==> config.mk <==
export PLATFORM = sky130hd
export DESIGN_NAME = sync_length_crc16_frame_deframer
export DESIGN_NICKNAME = d
export VERILOG_FILES = /design/src/design/slcfd_pkg.sv /design/src/design/sync_length_crc16_frame_deframer.sv /design/src/design/slcfd_regs.sv
export VERILOG_INCLUDE_DIRS = /design/src /design/src/design
export SDC_FILE = /design/constraint.sdc
export NUM_CORES = 1
export LEC_CHECK = 0
export ABC_AREA = 1
export BUFFER_PORTS_ARGS = -buffer_cell sky130_fd_sc_hd__buf_4
export CAP_MARGIN = 20
export CORE_MARGIN = 8
export CORE_UTILIZATION = 45
export CTS_CLUSTER_DIAMETER = 100
export DETAILED_ROUTE_END_ITERATION = 12
export PLACE_DENSITY = 0.67
export SYNTH_ARGS = -nofsm -noshare
export SYNTH_HDL_FRONTEND = slang
export SYNTH_SLANG_ARGS = --single-unit
==> constraint.sdc <==
create_clock -name clk -period 3.25 [get_ports clk]
set_clock_uncertainty 0.2 [all_clocks]
set_input_delay 0.4875 -clock clk [delete_from_list [all_inputs] [get_ports clk]]
set_output_delay 0.4875 -clock clk [all_outputs]
set_load 0.1 [all_outputs]
==> src/design/sync_length_crc16_frame_deframer_macros.svh <==
// Assertion helpers for the deframer module source.
`ifndef SYNC_LENGTH_CRC16_FRAME_DEFRAMER_MACROS_SVH
`define SYNC_LENGTH_CRC16_FRAME_DEFRAMER_MACROS_SVH

// Same-cycle implication, checked outside reset.
`define SLCFD_ASSERT_NOW(label, clk, rst_n, ante, cons) \
  label: assert property (@(posedge clk) disable iff (!rst_n) (ante) |-> (cons)) \
    else $error("deframer check failed");

// Next-cycle implication, checked outside reset.
`define SLCFD_ASSERT_NEXT(label, clk, rst_n, ante, cons) \
  label: assert property (@(posedge clk) disable iff (!rst_n) (ante) |=> (cons)) \
    else $error("deframer check failed");

`endif

==> src/design/slcfd_pkg.sv <==
package slcfd_pkg;

  localparam logic [15:0] CRC_INIT = 16'hFFFF;
  localparam logic [15:0] CRC_POLY = 16'h1021;
  localparam logic [15:0] CRC_TOP  = 16'h8000;

  localparam logic [7:0]  SYNC_RESET = 8'd170;
  localparam logic [15:0] MAX_PAYLOAD_RESET = 16'd512;

  localparam int unsigned CFG_AW = 3;
  localparam int unsigned CFG_DW = 32;

  // Register index, taken from paddr[2].
  localparam logic REG_SYNC_VALUE  = 1'b0;
  localparam logic REG_MAX_PAYLOAD = 1'b1;

  typedef enum logic [1:0] {
    KIND_PAYLOAD  = 2'd0,
    KIND_ACCEPTED = 2'd1,
    KIND_CRC_BAD  = 2'd2,
    KIND_TOO_LONG = 2'd3
  } kind_t;

  typedef struct packed {
    logic [7:0]  sync_value;
    logic [15:0] max_payload;
  } cfg_t;

  // CRC-16/CCITT-FALSE update by one byte, MSB first.
  function automatic logic [15:0] crc16_byte(input logic [15:0] crc_in,
                                             input logic [7:0] data);
    logic [15:0] crc;
    crc = crc_in ^ {data, 8'h00};
    for (int i = 0; i < 8; i++) begin
      if ((crc & CRC_TOP) != 16'h0000) begin
        crc = {crc[14:0], 1'b0} ^ CRC_POLY;
      end else begin
        crc = {crc[14:0], 1'b0};
      end
    end
    return crc;
  endfunction

endpackage

==> src/design/sync_length_crc16_frame_deframer.sv <==
// Byte-stream deframer: hunts for the sync byte, then reads a command byte, a
// little-endian 16-bit length, the payload and a little-endian CRC-16/CCITT-FALSE
// over command, length and payload. Every payload byte is delivered as its own
// transaction (kind 0), and the frame closes with one transaction of kind 1
// (accepted) or 2 (CRC mismatch); a length above max_payload gives kind 3 at once
// and hunting restarts. One byte is taken every clock cycle while in_stall is low,
// and its result is loaded into the output register when the byte is accepted.
// The byte-wide CRC update and the length compare lie between the parser state
// and the output register. Input stalls only while a result waits in the
// output register under stall. Registers: sync_value at byte address 0,
// max_payload at byte address 4.
`include "sync_length_crc16_frame_deframer_macros.svh"

module sync_length_crc16_frame_deframer (
  input  logic                           clk,
  input  logic                           rst_n,
  input  logic                           in_valid,
  output logic                           in_stall,
  input  logic [7:0]                     in_data_byte,
  output logic                           out_valid,
  input  logic                           out_stall,
  output logic [1:0]                     out_kind,
  output logic [7:0]                     out_payload_byte,
  output logic [15:0]                    out_payload_index,
  output logic [7:0]                     out_frame_command,
  output logic [15:0]                    out_payload_length,
  input  logic                           cfg_psel,
  input  logic                           cfg_penable,
  input  logic                           cfg_pwrite,
  input  logic [slcfd_pkg::CFG_AW-1:0]   cfg_paddr,
  input  logic [slcfd_pkg::CFG_DW-1:0]   cfg_pwdata,
  output logic [slcfd_pkg::CFG_DW-1:0]   cfg_prdata,
  output logic                           cfg_pready
);

  typedef enum logic [2:0] {
    ST_HUNT,
    ST_CMD,
    ST_LEN_LO,
    ST_LEN_HI,
    ST_PAYLOAD,
    ST_CRC_LO,
    ST_CRC_HI
  } state_t;

  slcfd_pkg::cfg_t cfg;

  state_t                   state_r, state_nxt;
  logic [15:0]              idx_r, idx_nxt;
  logic [7:0]               cmd_r, cmd_nxt;
  logic [15:0]              len_r, len_nxt;
  logic [15:0]              crc_r, crc_nxt;
  logic [7:0]               crc_lo_r, crc_lo_nxt;
  logic                     out_valid_r, out_valid_nxt;
  slcfd_pkg::kind_t         kind_r, kind_nxt;
  logic [7:0]               pbyte_r, pbyte_nxt;
  logic [15:0]              pidx_r, pidx_nxt;
  logic [7:0]               fcmd_r, fcmd_nxt;
  logic [15:0]              plen_r, plen_nxt;

  logic                     in_fire;
  logic                     res_valid;
  logic [15:0]              crc_upd;
  logic [15:0]              len_full;
  logic [15:0]              idx_inc;

  slcfd_regs u_regs (
    .clk     (clk),
    .rst_n   (rst_n),
    .psel    (cfg_psel),
    .penable (cfg_penable),
    .pwrite  (cfg_pwrite),
    .paddr   (cfg_paddr),
    .pwdata  (cfg_pwdata),
    .prdata  (cfg_prdata),
    .pready  (cfg_pready),
    .cfg     (cfg)
  );

  assign in_stall = out_valid_r & out_stall;
  assign in_fire  = in_valid & ~in_stall;
  assign crc_upd  = slcfd_pkg::crc16_byte(crc_r, in_data_byte);
  assign len_full = {in_data_byte, len_r[7:0]};
  assign idx_inc  = idx_r + 16'd1;

  always_comb begin
    state_nxt  = state_r;
    idx_nxt    = idx_r;
    cmd_nxt    = cmd_r;
    len_nxt    = len_r;
    crc_nxt    = crc_r;
    crc_lo_nxt = crc_lo_r;
    res_valid  = 1'b0;
    kind_nxt   = kind_r;
    pbyte_nxt  = pbyte_r;
    pidx_nxt   = pidx_r;
    fcmd_nxt   = fcmd_r;
    plen_nxt   = plen_r;

    if (in_fire) begin
      case (state_r)
        ST_HUNT: begin
          if (in_data_byte == cfg.sync_value) begin
            crc_nxt   = slcfd_pkg::CRC_INIT;
            state_nxt = ST_CMD;
          end
        end
        ST_CMD: begin
          cmd_nxt   = in_data_byte;
          crc_nxt   = crc_upd;
          state_nxt = ST_LEN_LO;
        end
        ST_LEN_LO: begin
          len_nxt   = {8'h00, in_data_byte};
          crc_nxt   = crc_upd;
          state_nxt = ST_LEN_HI;
        end
        ST_LEN_HI: begin
          len_nxt = len_full;
          crc_nxt = crc_upd;
          idx_nxt = '0;
          if (len_full > cfg.max_payload) begin
            res_valid = 1'b1;
            kind_nxt  = slcfd_pkg::KIND_TOO_LONG;
            pbyte_nxt = '0;
            pidx_nxt  = '0;
            fcmd_nxt  = cmd_r;
            plen_nxt  = len_full;
            state_nxt = ST_HUNT;
          end else if (len_full == 16'h0000) begin
            state_nxt = ST_CRC_LO;
          end else begin
            state_nxt = ST_PAYLOAD;
          end
        end
        ST_PAYLOAD: begin
          crc_nxt   = crc_upd;
          idx_nxt   = idx_inc;
          res_valid = 1'b1;
          kind_nxt  = slcfd_pkg::KIND_PAYLOAD;
          pbyte_nxt = in_data_byte;
          pidx_nxt  = idx_r;
          fcmd_nxt  = cmd_r;
          plen_nxt  = len_r;
          if (idx_inc == len_r) begin
            state_nxt = ST_CRC_LO;
          end
        end
        ST_CRC_LO: begin
          crc_lo_nxt = in_data_byte;
          state_nxt  = ST_CRC_HI;
        end
        ST_CRC_HI: begin
          res_valid = 1'b1;
          kind_nxt  = ({in_data_byte, crc_lo_r} == crc_r) ? slcfd_pkg::KIND_ACCEPTED
                                                          : slcfd_pkg::KIND_CRC_BAD;
          pbyte_nxt = '0;
          pidx_nxt  = '0;
          fcmd_nxt  = cmd_r;
          plen_nxt  = len_r;
          state_nxt = ST_HUNT;
        end
        default: begin
          state_nxt = ST_HUNT;
        end
      endcase
    end

    // A new byte can only be taken when the output register is empty or draining.
    if (in_fire) begin
      out_valid_nxt = res_valid;
    end else begin
      out_valid_nxt = out_valid_r & out_stall;
    end
  end

  always_ff @(posedge clk) begin
    if (!rst_n) begin
      state_r     <= ST_HUNT;
      idx_r       <= '0;
      cmd_r       <= '0;
      len_r       <= '0;
      crc_r       <= slcfd_pkg::CRC_INIT;
      crc_lo_r    <= '0;
      out_valid_r <= 1'b0;
      kind_r      <= slcfd_pkg::KIND_PAYLOAD;
      pbyte_r     <= '0;
      pidx_r      <= '0;
      fcmd_r      <= '0;
      plen_r      <= '0;
    end else begin
      state_r     <= state_nxt;
      idx_r       <= idx_nxt;
      cmd_r       <= cmd_nxt;
      len_r       <= len_nxt;
      crc_r       <= crc_nxt;
      crc_lo_r    <= crc_lo_nxt;
      out_valid_r <= out_valid_nxt;
      kind_r      <= kind_nxt;
      pbyte_r     <= pbyte_nxt;
      pidx_r      <= pidx_nxt;
      fcmd_r      <= fcmd_nxt;
      plen_r      <= plen_nxt;
    end
  end

  assign out_valid          = out_valid_r;
  assign out_kind           = kind_r;
  assign out_payload_byte   = pbyte_r;
  assign out_payload_index  = pidx_r;
  assign out_frame_command  = fcmd_r;
  assign out_payload_length = plen_r;

  `SLCFD_ASSERT_NOW(a_payload_idx_in_range, clk, rst_n, state_r == ST_PAYLOAD, idx_r < len_r)
  `SLCFD_ASSERT_NOW(a_out_idx_in_frame, clk, rst_n,
    out_valid_r && (kind_r == slcfd_pkg::KIND_PAYLOAD), pidx_r < plen_r)
  `SLCFD_ASSERT_NOW(a_status_fields_zero, clk, rst_n,
    out_valid_r && (kind_r != slcfd_pkg::KIND_PAYLOAD),
    (pbyte_r == 8'h00) && (pidx_r == 16'h0000))
  `SLCFD_ASSERT_NEXT(a_hunt_holds, clk, rst_n,
    in_fire && (state_r == ST_HUNT) && (in_data_byte != cfg.sync_value), state_r == ST_HUNT)

endmodule

==> src/design/slcfd_regs.sv <==
module slcfd_regs (
  input  logic                             clk,
  input  logic                             rst_n,
  input  logic                             psel,
  input  logic                             penable,
  input  logic                             pwrite,
  input  logic [slcfd_pkg::CFG_AW-1:0]     paddr,
  input  logic [slcfd_pkg::CFG_DW-1:0]     pwdata,
  output logic [slcfd_pkg::CFG_DW-1:0]     prdata,
  output logic                             pready,
  output slcfd_pkg::cfg_t                  cfg
);

  slcfd_pkg::cfg_t cfg_r;
  slcfd_pkg::cfg_t cfg_nxt;
  logic            wr_en;

  assign pready = 1'b1;
  assign wr_en  = psel & penable & pwrite;

  always_comb begin
    cfg_nxt = cfg_r;
    if (wr_en) begin
      case (paddr[2])
        slcfd_pkg::REG_SYNC_VALUE:  cfg_nxt.sync_value  = pwdata[7:0];
        slcfd_pkg::REG_MAX_PAYLOAD: cfg_nxt.max_payload = pwdata[15:0];
        default: cfg_nxt = cfg_r;
      endcase
    end
  end

  always_ff @(posedge clk) begin
    if (!rst_n) begin
      cfg_r.sync_value  <= slcfd_pkg::SYNC_RESET;
      cfg_r.max_payload <= slcfd_pkg::MAX_PAYLOAD_RESET;
    end else begin
      cfg_r <= cfg_nxt;
    end
  end

  always_comb begin
    case (paddr[2])
      slcfd_pkg::REG_SYNC_VALUE:  prdata = {24'h000000, cfg_r.sync_value};
      slcfd_pkg::REG_MAX_PAYLOAD: prdata = {16'h0000, cfg_r.max_payload};
      default: prdata = '0;
    endcase
  end

  assign cfg = cfg_r;

endmodule

* Word level (Yosys, flattened, before mapping) *
Index checks and enable logic that the tools add are counted.

storage, ports and cells
  bits of input ports = 50
  logic and storage cells = 97
  memories kept = 0
  bits in read-only memories = 0
  output and inout bits = 85
  memory bits (writable) = 0
  register bits = 142
  bits in latches = 0

cells by class
  bitwise gates (word level) = 16
  div/mod/pow operators = 0
  equality and inequality tests = 12
  shift operators = 0
  multiply operators = 0
  reductions and logical operators = 20
  multiplexer cells = 32
  $add $sub $neg = 1
  $lt $le $gt $ge = 1

operators by type and width
  cell                   number
  $pmux 16 s2            4
  $mux 13                8
  $pmux 32 s2            1
  $mux 16                3
  $pmux 16 s3            1
  $eq 16x16->1           2
  $not 3->3              8
  $pmux 8 s3             1
  $pmux 3 s6             1
  $add 16x1->16 const B  1
  $gt 16x16->1           1
  $logic_not 16->1       1
  $mux 8                 2
  $pmux 8 s2             1
  $xor 16x16->16         1
  $reduce_and 3->1       5
  $reduce_and 2->1       6
  $eq 3x3->1 const B     3
  $mux 3                 3
  $eq 8x8->1             1
  $reduce_bool 2->1      4
  $eq 3x2->1 const B     2
  $ne 2x2->1 const B     3
  $pmux 2 s3             1
  other kinds (10)       18

* Longest topological paths before layout *
  depth in word-level cells = 18
  mapped depth = 17
  mapped depth without buffers = 17

* By module *
From an unflattened synthesis, not the netlist that was laid out.

second synthesis, totals
  cell total of the unflattened synthesis = 1,070
  area, all modules = 7,358.3 µm²

modules (own cells, without submodules)
  module                            area an instance (µm²)  cells an instance  times used  sequential area each (µm²)
  sync_length_crc16_frame_deframer  6,028.3                 863                1           2,362.3
  slcfd_regs                        1,330.0                 207                1           480.5

* Worst setup path before layout *
Ideal clock, no wire load.

  kind = input-to-output
  start = input port cfg_paddr[2] in the netlist's numbering
  end = output port cfg_prdata[0] in the netlist's numbering
  cell stages on the path = 2
  path buffers = 1
  data required time = 2.562 ns
  path slack = -0.228 ns
  data arrival time = 2.791 ns
  cell sequence = clkbuf_1 o21ai_0

on the way
  word-level cells in the longest chain between the ends = 2

ends and longest elaborated chain
  what             line                                    text
  start, declared  sync_length_crc16_frame_deframer.sv:30  input logic [slcfd_pkg::CFG_AW-1:0] cfg_paddr,
  $not 1->1        slcfd_regs.sv:42                        case (paddr[2])
  $pmux 32 s2 *    slcfd_regs.sv:42
  end, declared    sync_length_crc16_frame_deframer.sv:32  output logic [slcfd_pkg::CFG_DW-1:0] cfg_prdata,

Every way passes the cells marked *; elsewhere a longest branch is shown, timed or not. The select of a mux whose other input is x is not followed.

* Final worst setup path *
  start = register len_r[0]
  end = register pbyte_r[2] (netlist: out_payload_byte[2])

on the way
  word-level cells in the longest chain between the ends = 3

ends and longest elaborated chain
  what                               line                                     text
  start, declared                    sync_length_crc16_frame_deframer.sv:51   logic [15:0] len_r, len_nxt;
  start signal, assigned             sync_length_crc16_frame_deframer.sv:195  len_r <= len_nxt;
  $gt 16x16->1                       sync_length_crc16_frame_deframer.sv:122  if (len_full > cfg.max_payload) begin
  $ne 2x2->1 (no source line)        n/a
  $reduce_and 3->1 (no source line)  n/a
  end signal, assigned               sync_length_crc16_frame_deframer.sv:200  pbyte_r <= pbyte_nxt;
  end, declared                      sync_length_crc16_frame_deframer.sv:56   logic [7:0] pbyte_r, pbyte_nxt;

Every way passes these cells.
A chain may end at the register's enable or synchronous reset.

==> impl_metrics.json <==
{
  "outcome": "finished clean",
  "holdBufCountCts": 0,
  "max-cap-violations": 0,
  "post_cts_buffers": 0,
  "worstHoldStart": "cfg_pwdata[5]",
  "core_area_um2": 15700,
  "wl_per_cell_um": 14.6,
  "place_congestion": 0.884,
  "die_y_um": 141,
  "port_buffers": 99,
  "period_share_pct": 83.6,
  "synth_seq_area_share_pct": 40.1,
  "p_per_area_nw_per_um2": 491,
  "drive_gt1_share_pct": 15.2,
  "avgSynthCellArea_um2": 6.97,
  "antenna_found_initial": 0,
  "crit_chain": "inv_1 -> ha_1 -> nor2_1 -> nor2_1 -> o21ai_0 -> nand2_1 -> nand2_1 -> nand2_1 -> nand2_1 -> nand2_1 -> nand2_1 -> nand2_1 -> inv_2 -> nand3_1 -> a21oi_1",
  "synth_warnings": 0,
  "setup_tns_ns": 0,
  "final_cell_count_no_fill": 1332,
  "finalWirelength_um": 19400,
  "path_buf_inv": 2,
  "nNetsFinal": 1171,
  "synthCells": 1016,
  "firstDrtPassIters": 5,
  "dieArea_um2": 20000,
  "relSlewSlack_pct": 40.9,
  "path_max_fanout": 54,
  "crit_path_max_incr_delay_ns": 0.63,
  "setup_violations": 0,
  "leakage_nw": 3.64,
  "grt-ovfl-total": 0,
  "ir_drop_v": 0.000323,
  "clock_path_buffers": 2,
  "grt_pass1_vias": 6307,
  "worstPathArrival_ns": 2.86,
  "final_common_cell": "nand2_1",
  "grt.total_usage_pct": 19.9,
  "io_pins": 135,
  "holdPathStages": 3,
  "r2r-end": "out_payload_byte[2]",
  "dp.cells": 1301,
  "cts_buffers": 17,
  "vias": 6733,
  "grt_max_degree": 78,
  "ys_types": 31,
  "critPathKind": "flip-flop to flip-flop",
  "clk_latency_ns": 0.42,
  "drc": 0,
  "worstMarginPinSlew_ns": 0.884,
  "ys_ff_latch": 142,
  "cp.required_ns": 3.39,
  "rsz0062_at_grt": "no",
  "r2r_slack_ns": 0.53,
  "post_cts_resize_count": 0,
  "fillCellCount": 1612,
  "total_power_w": 0.00420,
  "path_clk_slew_ns": 0.06,
  "cts_sinks": 142,
  "dr.first_iter.drc_count": 385,
  "final_cell_mix": "212 x nand2_1, 142 x dfxtp_1, 114 x buf_4, 111 x a21oi_1, 107 x o21ai_0",
  "syn_to_final_growth_pct": 20.6,
  "worstSetupStartpointType": "flip-flop",
  "start_util_pct": 45.3,
  "clockRootBuffer": "clkbuf_16",
  "detail-route-antenna-nets": 0,
  "grt.busiest_layer": "met2",
  "timing.fmax_mhz": 368,
  "pre_cts_ws_ns": 0.250,
  "hpwl_um": 13900,
  "hold_path_class": "input pin to flip-flop",
  "crit_path_top_delay_cell": "inv_2",
  "num_rows": 46,
  "die_w_um": 141,
  "met2_usage_pct": 34.1,
  "viasPerCell": 5.05,
  "crit_top_cell": "nand2_1",
  "cts_tree": "built",
  "holdPathEnd": "u_regs.cfg[21]",
  "period_minus_slack_ns": 2.72,
  "crit_path_end_kind": "flip-flop",
  "synth_area_um2": 7090,
  "grt_pass1_wl_um": 31700,
  "finalHoldViolations": 0,
  "h-tree-depth": 4,
  "antenna_cells": 0,
  "r2r_start": "len_r[0]",
  "worst_slack_ns": 0.533,
  "grtUsageMet1_pct": 23.6,
  "met3_usage_pct": 5.34,
  "cpLargestDelayFamily": "buffers and inverters",
  "r2r_cells": 15,
  "maxSlewViolCount": 0
}
state kept, by name (all words and copies together) (netlist names):
register and flops:
out_payload_length 16, out_payload_index 16, crc_lo_r 8, cmd_r 8, state_r 3, out_payload_byte 8
idx_r 16, len_r 16, out_valid 1, out_kind 2, u_regs.cfg 24, out_frame_command 8
crc_r 16
report_power, final:
group / total (W) / switching [W] / internal [W] / leakage, nW
clock: 0.00206 / 0.000778 / 0.00128 / 0.299
combinational: 0.000376 / 0.000287 / 0.0000892 / 2.19
sequential: 0.00176 / 0.00000746 / 0.00175 / 1.15
worst register-to-register path, delay by kind of cell (launching register included):
family	cells	cell delay (ns)
AOI/OAI and AO/OA	2	0.34
adders and majority gates	1	0.19
buffers and inverters	2	0.74
DFF	1	0.41
and+or+nand+nor	10	0.76
final cells by class:
| class | count | area (µm²) | share of cell area [%] |
|---|---|---|---|
| clock buffer | 17 | 425 | 4.98 |
| clock inverter | 14 | 194 | 2.27 |
| inverter | 103 | 387 | 4.52 |
| multi-input combinational | 726 | 3570 | 41.8 |
| sequential | 142 | 2840 | 33.3 |
| tap | 216 | 270 | 3.16 |
| timing repair buffer | 114 | 856 | 10.0 |
cell usage after synthesis (all sizes together):
cell type	instances	area share (%)
o211ai	2	0.21
nand2	216	12
nor2	102	5.9
buf	30	3.2
xnor2	25	3.1
nand3	81	5.7
clkbuf	30	1.6
o21bai	1	0.16
a31oi	1	0.18
a21oi	111	7.8
ha	17	3.0
nor3	3	0.21
nand4	13	1.1
xor2	5	0.62
or2	4	0.35
inv	103	5.5
dfxtp	142	40
conb	2	0.11
o22ai	8	0.71
o21ai	111	7.9
nand3b	3	0.32
nor3b	2	0.21
nor4	4	0.35
through the flow:
step / util, % / hold slack (ns) / instance area, µm²
after floorplan: - / 0.248 / 7140
after global placement: 50.6 / 0.255 / 7930
after detailed placement: 50.6 / 0.257 / 7930
after CTS: 54.6 / 0.0661 / 8550
after global routing: 54.6 / 0.0819 / 8550
final: 54.6 / 0.0758 / 8550
how the worst max path moves through the flow:
stage	endpoint	start	cells after the start
after global placement	out_payload_index[12]	in_data_byte[3]	14
after detailed placement	out_payload_length[0]	in_data_byte[7]	12
after global routing	out_payload_length[2]	u_regs.cfg[1]	16
after floorplan	cfg_prdata[0]	cfg_paddr[2]	2
final	out_payload_byte[2]	len_r[0]	15
after CTS	out_payload_length[0]	u_regs.cfg[15]	12
logic make-up (layout without fill, tap and decap cells):
kind of cell	count (synthesis)	count (layout)	synth area share (%)
buffers and inverters	163	248	10.3
other	2	17	0.106
xor gates and xnor gates	30	30	3.71
AOI/OAI and AO/OA	234	234	17.0
adders and majority gates	17	17	3.00
DFF	142	142	40.1
and+or+nand+nor	428	428	25.8
per-layer routing:
layer	wire (µm)	share of wire, %
met1	8530	44
met4	323	1.7
met5	0	0
met3	1110	5.7
met2	9460	49
Note: power is estimated with default switching activity, not from simulation.
